**src/pli_pkg.sv**
```systemverilog
`default_nettype none

package pli_pkg;

    // Built size of the list
    localparam int DEPTH      = 16;
    localparam int DATA_WIDTH = 16;

    // Port field widths
    localparam int MODE_W = 2;
    localparam int POS_W  = 8;
    localparam int VAL_W  = 16;
    localparam int STAT_W = 2;
    localparam int LEN_W  = 5;
    localparam int ELEM_W = 16;
    localparam int CAP_W  = 5;

    // Internal widths derived from the depth
    localparam int IDX_W  = (DEPTH > 1) ? $clog2(DEPTH) : 1;
    localparam int CNT_W  = $clog2(DEPTH + 1);
    localparam int CAPC_W = (CNT_W > CAP_W) ? CNT_W : CAP_W;
    localparam int POSC_W = (CNT_W > POS_W) ? CNT_W : POS_W;

    localparam logic [CAP_W-1:0] CAP_RESET = CAP_W'(16);

    typedef enum logic [MODE_W-1:0] {
        MODE_INSERT = 2'd0,
        MODE_DELETE = 2'd1,
        MODE_DUMP   = 2'd2,
        MODE_NOP    = 2'd3
    } mode_t;

    typedef enum logic [STAT_W-1:0] {
        STAT_OK     = 2'd0,
        STAT_FULL   = 2'd1,
        STAT_EMPTY  = 2'd2,
        STAT_BADPOS = 2'd3
    } status_t;

    // Command broadcast to every cell of the chain
    typedef enum logic [1:0] {
        CELL_HOLD,
        CELL_INS,
        CELL_DEL,
        CELL_ROT
    } cell_op_t;

    typedef struct packed {
        cell_op_t         op;
        logic [IDX_W-1:0] pos0;
        logic [CNT_W-1:0] cnt;
    } cell_cmd_t;

endpackage

`default_nettype wire

```
**src/pli_ifs.sv**
```systemverilog
`default_nettype none

interface pli_req_if;
    logic                       valid;
    logic                       ready;
    logic [pli_pkg::MODE_W-1:0] mode;
    logic [pli_pkg::POS_W-1:0]  position;
    logic [pli_pkg::VAL_W-1:0]  value;

    modport source (output valid, mode, position, value, input ready);
    modport sink   (input valid, mode, position, value, output ready);
endinterface

interface pli_rsp_if;
    logic                       valid;
    logic                       ready;
    logic [pli_pkg::STAT_W-1:0] status;
    logic [pli_pkg::LEN_W-1:0]  length;
    logic [pli_pkg::ELEM_W-1:0] element;
    logic                       last;

    modport source (output valid, status, length, element, last, input ready);
    modport sink   (input valid, status, length, element, last, output ready);
endinterface

interface pli_cfg_if;
    logic                      valid;
    logic                      ready;
    logic [pli_pkg::CAP_W-1:0] data;

    modport source (output valid, data, input ready);
    modport sink   (input valid, data, output ready);
endinterface

`default_nettype wire

```
**src/pli_cell.sv**
```systemverilog
`default_nettype none

module pli_cell (
    input  wire logic                           clk,
    input  wire logic [pli_pkg::IDX_W-1:0]      idx,
    input  wire pli_pkg::cell_cmd_t             cmd,
    input  wire logic [pli_pkg::DATA_WIDTH-1:0] new_value,
    input  wire logic [pli_pkg::DATA_WIDTH-1:0] left_data,
    input  wire logic [pli_pkg::DATA_WIDTH-1:0] right_data,
    input  wire logic [pli_pkg::DATA_WIDTH-1:0] head_data,
    output logic      [pli_pkg::DATA_WIDTH-1:0] data
);

    logic [pli_pkg::DATA_WIDTH-1:0] data_reg;
    logic [pli_pkg::DATA_WIDTH-1:0] data_next;
    logic [pli_pkg::CNT_W-1:0]      my_idx;
    logic [pli_pkg::CNT_W-1:0]      my_pos;

    assign my_idx = pli_pkg::CNT_W'(idx);
    assign my_pos = pli_pkg::CNT_W'(cmd.pos0);

    // Pick the next entry: own value, a neighbor's, the head, or the new value
    always_comb
    begin
        data_next = data_reg;
        case (cmd.op)
            pli_pkg::CELL_INS:
            begin
                if (my_idx == my_pos)
                begin
                    data_next = new_value;
                end
                else if (my_idx > my_pos && my_idx <= cmd.cnt)
                begin
                    data_next = left_data;
                end
            end
            pli_pkg::CELL_DEL:
            begin
                if (my_idx >= my_pos && my_idx + 1'b1 < cmd.cnt)
                begin
                    data_next = right_data;
                end
            end
            pli_pkg::CELL_ROT:
            begin
                if (my_idx + 1'b1 < cmd.cnt)
                begin
                    data_next = right_data;
                end
                else if (my_idx + 1'b1 == cmd.cnt)
                begin
                    data_next = head_data;
                end
            end
            default:
            begin
                data_next = data_reg;
            end
        endcase
    end

    // Hold the entry; contents are undefined until written
    always_ff @(posedge clk)
    begin
        data_reg <= data_next;
    end

    assign data = data_reg;

endmodule

`default_nettype wire

```
**src/pli_chain.sv**
```systemverilog
`default_nettype none

module pli_chain (
    input  wire logic                           clk,
    input  wire pli_pkg::cell_cmd_t             cmd,
    input  wire logic [pli_pkg::DATA_WIDTH-1:0] new_value,
    output logic      [pli_pkg::DATA_WIDTH-1:0] head
);

    logic [pli_pkg::DATA_WIDTH-1:0] cell_data [pli_pkg::DEPTH];

    // Build the row; each cell sees its two neighbors and the head
    for (genvar i = 0; i < pli_pkg::DEPTH; i++)
    begin : g_cell
        logic [pli_pkg::DATA_WIDTH-1:0] left_d;
        logic [pli_pkg::DATA_WIDTH-1:0] right_d;

        if (i == 0)
        begin : g_first
            assign left_d = '0;
        end
        else
        begin : g_mid_l
            assign left_d = cell_data[i-1];
        end

        if (i == pli_pkg::DEPTH - 1)
        begin : g_end
            assign right_d = '0;
        end
        else
        begin : g_mid_r
            assign right_d = cell_data[i+1];
        end

        pli_cell u_cell (
            .clk        (clk),
            .idx        (pli_pkg::IDX_W'(i)),
            .cmd        (cmd),
            .new_value  (new_value),
            .left_data  (left_d),
            .right_data (right_d),
            .head_data  (cell_data[0]),
            .data       (cell_data[i])
        );
    end

    assign head = cell_data[0];

endmodule

`default_nettype wire

```
**src/positional_list_insert_delete.sv**
```systemverilog
`default_nettype none

// Channel  Dir  Payload                          Handshake
// req      in   mode, position, value            valid/ready
// rsp      out  status, length, element, last    valid/ready
// cfg      in   data (capacity)                  valid/ready, ready always high
//
// Insert, delete and unknown modes act on the cell chain and give one
// response. A dump gives one response per entry, one a cycle while rsp is not
// stalled, by rotating the chain through its head cell. A new request is taken
// when no dump runs and the response register is free or being emptied. rsp
// stalls hold the response and the chain. Reset clears the length and sets
// capacity to 16.
module positional_list_insert_delete (
    input  wire logic  clk,
    input  wire logic  rst_n,
    pli_req_if.sink    req,
    pli_rsp_if.source  rsp,
    pli_cfg_if.sink    cfg
);

    typedef enum logic {
        ST_IDLE,
        ST_DUMP
    } state_t;

    state_t                         state_reg, state_next;
    logic [pli_pkg::CNT_W-1:0]      count_reg, count_next;
    logic [pli_pkg::CNT_W-1:0]      dump_idx_reg, dump_idx_next;
    logic [pli_pkg::CAP_W-1:0]      cap_reg;
    logic                           rsp_valid_reg, rsp_valid_next;
    pli_pkg::status_t               rsp_status_reg, rsp_status_next;
    logic [pli_pkg::LEN_W-1:0]      rsp_length_reg, rsp_length_next;
    logic [pli_pkg::ELEM_W-1:0]     rsp_element_reg, rsp_element_next;
    logic                           rsp_last_reg, rsp_last_next;

    pli_pkg::cell_cmd_t             cmd;
    logic [pli_pkg::DATA_WIDTH-1:0] head;
    logic [pli_pkg::DATA_WIDTH-1:0] new_value;
    logic                           slot_free;
    logic                           req_fire;
    logic                           is_full;
    logic [pli_pkg::POSC_W-1:0]     pos_c;
    logic [pli_pkg::POSC_W-1:0]     cnt_c;
    pli_pkg::mode_t                 req_mode;

    assign slot_free = !rsp_valid_reg || rsp.ready;
    assign req.ready = (state_reg == ST_IDLE) && slot_free;
    assign req_fire  = req.valid && req.ready;
    assign cfg.ready = 1'b1;
    assign req_mode  = pli_pkg::mode_t'(req.mode);
    assign new_value = pli_pkg::DATA_WIDTH'(req.value);

    assign pos_c = pli_pkg::POSC_W'(req.position);
    assign cnt_c = pli_pkg::POSC_W'(count_reg);
    assign is_full = (pli_pkg::CAPC_W'(count_reg) >= pli_pkg::CAPC_W'(cap_reg))
                  || (count_reg >= pli_pkg::CNT_W'(pli_pkg::DEPTH));

    // Decode the request, drive the chain and form the response
    always_comb
    begin
        state_next       = state_reg;
        count_next       = count_reg;
        dump_idx_next    = dump_idx_reg;
        rsp_valid_next   = rsp_valid_reg && !rsp.ready;
        rsp_status_next  = rsp_status_reg;
        rsp_length_next  = rsp_length_reg;
        rsp_element_next = rsp_element_reg;
        rsp_last_next    = rsp_last_reg;
        cmd.op           = pli_pkg::CELL_HOLD;
        cmd.pos0         = '0;
        cmd.cnt          = count_reg;

        if (state_reg == ST_DUMP)
        begin
            // Emit the head entry and rotate the chain by one
            if (slot_free)
            begin
                cmd.op           = pli_pkg::CELL_ROT;
                rsp_valid_next   = 1'b1;
                rsp_status_next  = pli_pkg::STAT_OK;
                rsp_length_next  = pli_pkg::LEN_W'(count_reg);
                rsp_element_next = pli_pkg::ELEM_W'(head);
                rsp_last_next    = (dump_idx_reg + 1'b1 == count_reg);
                dump_idx_next    = dump_idx_reg + 1'b1;
                if (dump_idx_reg + 1'b1 == count_reg)
                begin
                    state_next = ST_IDLE;
                end
            end
        end
        else if (req_fire)
        begin
            rsp_valid_next   = 1'b1;
            rsp_status_next  = pli_pkg::STAT_OK;
            rsp_element_next = '0;
            rsp_last_next    = 1'b1;
            case (req_mode)
                pli_pkg::MODE_INSERT:
                begin
                    if (is_full)
                    begin
                        rsp_status_next = pli_pkg::STAT_FULL;
                    end
                    else if (req.position == '0)
                    begin
                        rsp_status_next = pli_pkg::STAT_BADPOS;
                    end
                    else
                    begin
                        cmd.op     = pli_pkg::CELL_INS;
                        cmd.pos0   = (pos_c > cnt_c) ? pli_pkg::IDX_W'(count_reg)
                                                     : pli_pkg::IDX_W'(pos_c - 1'b1);
                        count_next = count_reg + 1'b1;
                    end
                end
                pli_pkg::MODE_DELETE:
                begin
                    if (count_reg == '0)
                    begin
                        rsp_status_next = pli_pkg::STAT_EMPTY;
                    end
                    else if (req.position == '0 || pos_c > cnt_c)
                    begin
                        rsp_status_next = pli_pkg::STAT_BADPOS;
                    end
                    else
                    begin
                        cmd.op     = pli_pkg::CELL_DEL;
                        cmd.pos0   = pli_pkg::IDX_W'(pos_c - 1'b1);
                        count_next = count_reg - 1'b1;
                    end
                end
                pli_pkg::MODE_DUMP:
                begin
                    if (count_reg == '0)
                    begin
                        rsp_status_next = pli_pkg::STAT_EMPTY;
                    end
                    else
                    begin
                        // Responses come from the dump sequence instead
                        rsp_valid_next = 1'b0;
                        dump_idx_next  = '0;
                        state_next     = ST_DUMP;
                    end
                end
                default:
                begin
                    rsp_status_next = pli_pkg::STAT_OK;
                end
            endcase
            rsp_length_next = pli_pkg::LEN_W'(count_next);
        end
    end

    // Hold state, length, capacity and the response register
    always_ff @(posedge clk or negedge rst_n)
    begin
        if (!rst_n)
        begin
            state_reg       <= ST_IDLE;
            count_reg       <= '0;
            dump_idx_reg    <= '0;
            cap_reg         <= pli_pkg::CAP_RESET;
            rsp_valid_reg   <= 1'b0;
            rsp_status_reg  <= pli_pkg::STAT_OK;
            rsp_length_reg  <= '0;
            rsp_element_reg <= '0;
            rsp_last_reg    <= 1'b0;
        end
        else
        begin
            state_reg       <= state_next;
            count_reg       <= count_next;
            dump_idx_reg    <= dump_idx_next;
            rsp_valid_reg   <= rsp_valid_next;
            rsp_status_reg  <= rsp_status_next;
            rsp_length_reg  <= rsp_length_next;
            rsp_element_reg <= rsp_element_next;
            rsp_last_reg    <= rsp_last_next;
            if (cfg.valid && cfg.ready)
            begin
                cap_reg <= cfg.data;
            end
        end
    end

    pli_chain u_chain (
        .clk       (clk),
        .cmd       (cmd),
        .new_value (new_value),
        .head      (head)
    );

    assign rsp.valid   = rsp_valid_reg;
    assign rsp.status  = rsp_status_reg;
    assign rsp.length  = rsp_length_reg;
    assign rsp.element = rsp_element_reg;
    assign rsp.last    = rsp_last_reg;

    // Length never passes the built depth
    a_count_bound: assert property (@(posedge clk) disable iff (!rst_n)
        count_reg <= pli_pkg::CNT_W'(pli_pkg::DEPTH))
        else $error("list length above depth");

    // A dump only runs over a non-empty list
    a_dump_nonempty: assert property (@(posedge clk) disable iff (!rst_n)
        state_reg == ST_DUMP |-> count_reg != '0)
        else $error("dump running on empty list");

    // A request other than a non-empty dump yields a response next cycle
    a_req_rsp: assert property (@(posedge clk) disable iff (!rst_n)
        req_fire && !(req_mode == pli_pkg::MODE_DUMP && count_reg != '0)
        |=> rsp_valid_reg && rsp_last_reg)
        else $error("missing response to request");

    // A successful insert grows the list by one
    a_ins_grow: assert property (@(posedge clk) disable iff (!rst_n)
        req_fire && req_mode == pli_pkg::MODE_INSERT && !is_full && req.position != '0
        |=> count_reg == $past(count_reg) + 1'b1)
        else $error("insert did not grow list");

endmodule

`default_nettype wire

```
**src/flat_wrapper.sv**
```systemverilog
// flat-port wrapper written by rule: the top's interface ports become plain ports
module positional_list_insert_delete_flat 
  (clk, rst_n, req_valid, req_mode, req_position, req_value, req_ready, rsp_valid, rsp_status, rsp_length, rsp_element, rsp_last, rsp_ready, cfg_valid, cfg_data, cfg_ready);
  pli_req_if req_i ();
  pli_rsp_if rsp_i ();
  pli_cfg_if cfg_i ();
  input  wire logic clk;
  input  wire logic rst_n;
  input wire logic [$bits(req_i.valid)-1:0] req_valid;
  input wire logic [$bits(req_i.mode)-1:0] req_mode;
  input wire logic [$bits(req_i.position)-1:0] req_position;
  input wire logic [$bits(req_i.value)-1:0] req_value;
  output wire logic [$bits(req_i.ready)-1:0] req_ready;
  output wire logic [$bits(rsp_i.valid)-1:0] rsp_valid;
  output wire logic [$bits(rsp_i.status)-1:0] rsp_status;
  output wire logic [$bits(rsp_i.length)-1:0] rsp_length;
  output wire logic [$bits(rsp_i.element)-1:0] rsp_element;
  output wire logic [$bits(rsp_i.last)-1:0] rsp_last;
  input wire logic [$bits(rsp_i.ready)-1:0] rsp_ready;
  input wire logic [$bits(cfg_i.valid)-1:0] cfg_valid;
  input wire logic [$bits(cfg_i.data)-1:0] cfg_data;
  output wire logic [$bits(cfg_i.ready)-1:0] cfg_ready;
  assign req_i.valid = req_valid;
  assign req_i.mode = req_mode;
  assign req_i.position = req_position;
  assign req_i.value = req_value;
  assign req_ready = req_i.ready;
  assign rsp_valid = rsp_i.valid;
  assign rsp_status = rsp_i.status;
  assign rsp_length = rsp_i.length;
  assign rsp_element = rsp_i.element;
  assign rsp_last = rsp_i.last;
  assign rsp_i.ready = rsp_ready;
  assign cfg_i.valid = cfg_valid;
  assign cfg_i.data = cfg_data;
  assign cfg_ready = cfg_i.ready;
  positional_list_insert_delete u_core (.clk(clk), .rst_n(rst_n), .req(req_i), .rsp(rsp_i), .cfg(cfg_i));
endmodule
```
**config.mk**
```make
export PLATFORM = sky130hd
export DESIGN_NAME = positional_list_insert_delete_flat
export DESIGN_NICKNAME = d
export VERILOG_FILES = /design/src/pli_pkg.sv /design/src/pli_ifs.sv /design/src/pli_cell.sv /design/src/pli_chain.sv /design/src/positional_list_insert_delete.sv /design/src/flat_wrapper.sv
export SDC_FILE = /design/constraint.sdc
export NUM_CORES = 1
export LEC_CHECK = 0
export ABC_CLOCK_PERIOD_IN_PS = 8200
export BUFFER_PORTS_ARGS = -buffer_cell sky130_fd_sc_hd__buf_2
export CAP_MARGIN = 20
export CORE_UTILIZATION = 45
export DETAILED_ROUTE_END_ITERATION = 7
export PLACE_DENSITY = 0.69
export SYNTH_ARGS = -nofsm -noshare
export SYNTH_HDL_FRONTEND = slang
export SYNTH_SLANG_ARGS = --single-unit
export TNS_END_PERCENT = 50
```
**constraint.sdc**
```tcl
create_clock -name clk -period 8.2 [get_ports clk]
set_input_delay 0 -clock clk [delete_from_list [all_inputs] [get_ports clk]]
set_output_delay 0 -clock clk [all_outputs]
set_load 0.02 [all_outputs]
```
==> metrics.md <==
| Metric | Value |
|---|---|
| Status | `completed` |
| Fin nets | `1659` |
| Slew headroom | `26.24%` |
| Final worst-path cycle share | `66.55%` |
| # DRC | `0` |
| Logic pwr share | `35.0%` |
| Setup-failing EPs final | `0` |
| Req. time, crit path | `8.34 ns` |
| Die height | `198.7 um` |
| Leak | `6.548 nW` |
| Initial antenna violation count | `0` |
| Clock tree buffer depth | `3` |
| IO Pins | `63` |
| Port Buffers | `61` |
| Layout cell share with drive strength beyond 1 | `13.18%` |
| Starting Density | `46.03%` |
| GR Overflow Total | `0` |
| NetSw | `2.902 mW` |
| Part of the Yosys area used for sequential elements | `50.03%` |
| Hold Vio Cnt, Final | `0` |
| Routed via count | `13870` |
| Via-per-instance ratio | `6.476` |
| Synthesized net count | `1657` |
| WS Path Type | `reg -> reg` |
| Critical Path AT | `5.60 ns` |
| FMAX | `183.2 MHz` |
| Slew Limit Fails | `0` |
| Synthesized flop and latch total | `297` |
| Number of cell rows | `71` |
| WL/cell | `23.35 um` |
| Worst hold-check path type | `in -> reg` |
| Synth top cells by count | `edfxtp_1 (256), a22oi_1 (211), o21ai_0 (202)` |
| Die width | `198.7 um` |
| Area leader, netlist | `edfxtp_1` |
| Drt first-iter violations | `1970` |
| # diodes | `0` |
| Synth async-reset ratio | `13.80%` |
| Post-synthesis cell count | `1603` |
| TNS Setup | `0 ns` |
| Clk_lat worst skew | `0.53 ns` |
| CTS H-tree depth | `2` |
| Top cells by area, synth | `edfxtp_1 (44%), mux2i_1 (11%), a22oi_1 (9.1%)` |
| Clock Sinks | `297` |
| Area Growth Syn to Fin | `11.46%` |
| RSZ-0062 raised after global routing | `no` |
| Final Critical Period | `5.457 ns` |
| Area share of the largest cell type after synthesis | `44.13%` |
| Synth cell types | `80` |
| Largest net degree at the start of global routing | `81` |
| Worst Tran Pin Value | `1.099 ns` |
| Pwr Total | `7.557 mW` |
| Largest register FFs | `256` |
| Drt total wl | `50020 um` |
| Synth Cell Area | `0.01742 mm^2` |
| Seq pwr share | `44.4%` |
| TritonCTS clock tree | `built` |
| Worst Setup End Kind | `register` |
| Setup Buffers After CTS | `0` |
| Vias in the first global route | `13510` |
| DP HPWL | `34930 um` |
| Ys flop type | `edfxtp_1` |
| Worst Skew | `0.02695 ns` |
| Int Pwr | `4.654 mW` |
| Core Footprint | `0.03784 mm^2` |
| Placed cell count | `2051` |
| First-pass GRT wire length | `78640 um` |
| Reg clk slew, reported paths | `0.06 ns` |
| Cts repair resizes | `0` |
| Clock buffer count from CTS | `34` |
| Fin cells | `2142` |
| Max FO, Critical Path | `58` |
| Post-synth EDFFs | `256` |
| Avg Inst Size Synth | `10.87 um^2` |
| Power Dens Cells | `389.2 mW/mm^2` |
| Max VDD drop | `0.2409 mV` |
| CTS root buf | `clkbuf_16` |
| Yosys Warn Count | `0` |
| Pre-CTS setup slack | `2.929 ns` |
| Switching share of power | `38.41%` |
| Clock power share | `20.6%` |
| Most frequent cell after synthesis | `edfxtp_1` |
| Hold_buf cts | `19` |
| Routability cong. | `0.9228` |
| Final antenna-violating net count | `0` |
| Max_cap viols | `0` |
| DR pass1 iterations | `6` |
| Crit start category | `register` |
| Global Route Usage Sum | `25.35%` |
| DIE AREA | `0.03950 mm^2` |
| Final Worst Setup Slack | `2.743 ns` |
critical path: stages, from the launching register on:
cell	delay [ns]
dfrtp_1	0.84
clkinv_1	0.53
ha_1	0.44
mux2i_1	0.28
a21oi_2	0.12
or3_1	0.75
nand2_4	0.62
a21oi_1	0.20
buf_4	0.26
a221oi_1	0.23
and4_1	0.76
cell usage in the layout (no fill, tap or decap), types with 17 or more instances in the layout:
master,Yosys,routed
edfxtp_1,256,256
dlygate4sd3_1,0,19
a21oi_1,33,33
dfrtp_1,40,40
buf_4,11,39
clkbuf_16,0,36
mux2i_1,193,193
buf_2,8,61
o21ai_1,50,50
nand2_1,97,96
a22o_1,36,36
o211ai_1,34,34
a22oi_1,211,211
ha_1,18,18
a21o_1,17,17
nor2_1,52,50
nand3_1,41,41
o21ai_0,202,202
stage by stage:
step                cell area (um^2)  hold slack, ns  util [%]
global placement               17940          0.1907     47.40
detailed placement             17960          0.2063     47.46
global route                   19420         0.05588     51.31
floorplan                      17420         -0.2956         -
CTS                            19300        0.005573     50.99
finish                         19420         0.03821     51.31
power by group through the flow:
stage          Sequential, mW  Clock [mW]  Combinational [mW]
2_1_floorplan            3.08           0                1.91
3_3_place_gp             3.31           0                2.47
3_5_place_dp             3.34           0                2.55
4_1_cts                  3.32        1.57                2.57
5_1_grt                  3.42        1.63                2.91
6_report                 3.35        1.56                2.65
final timing paths:
check / cells past startpoint / startpoint / end / slack [ns]
max reg2reg: 10 / u_core.count_reg[4]$_DFFE_PN0P_ / u_core.u_chain.g_cell[6].u_cell.data[3]$_DFFE_PP_ / 2.74
min reg2reg: 1 / u_core.rsp.element[8]$_DFFE_PN0P_ / u_core.rsp.element[8]$_DFFE_PN0P_ / 0.49
min: 3 / req_mode[1] / u_core.rsp.status[1]$_DFFE_PN0P_ / 0.04
min in group asynchronous: 2 / rst_n / u_core.rsp.status[0]$_DFFE_PN0P_ / 0.17
max in group asynchronous: 2 / rst_n / u_core.rsp.element[3]$_DFFE_PN0P_ / 7.43
max: 10 / u_core.count_reg[4]$_DFFE_PN0P_ / u_core.u_chain.g_cell[6].u_cell.data[3]$_DFFE_PP_ / 2.74
metal layers:
layer	wire (um)	vias up	track usage, %	part of all wire [%]
li1	-	6261	-	-
met1	22790	6802	37.68	46
met2	21760	731	37.94	44
met3	4643	78	4.527	9.3
met4	828	0	6.382	1.7
met5	0	-	0.5109	0
area by class of cell:
cell class              count  area (um^2)
fillers                  3385        18430
flip-flops and latches    297         8715
well taps                 511        639.4
clock inverters            13        135.1
multi-input cells        1132         7980
inverters                  14        52.55
repair buffers            126        884.6
clock buffers              49         1010
logic make-up (layout without fill, tap and decap cells):
family,Yosys count,count (layout),synth area share (%)
AOI/OAI and AO/OA,642,642,24.36
xor gates and xnor gates,12,12,0.6034
adders and majority gates,18,18,1.293
buffers and inverters,174,202,4.712
DFF,297,297,50.03
muxes,194,194,11.15
other,1,1,0.02153
and+or+nand+nor,265,265,7.822
Note: power is estimated with default switching activity, not from simulation.
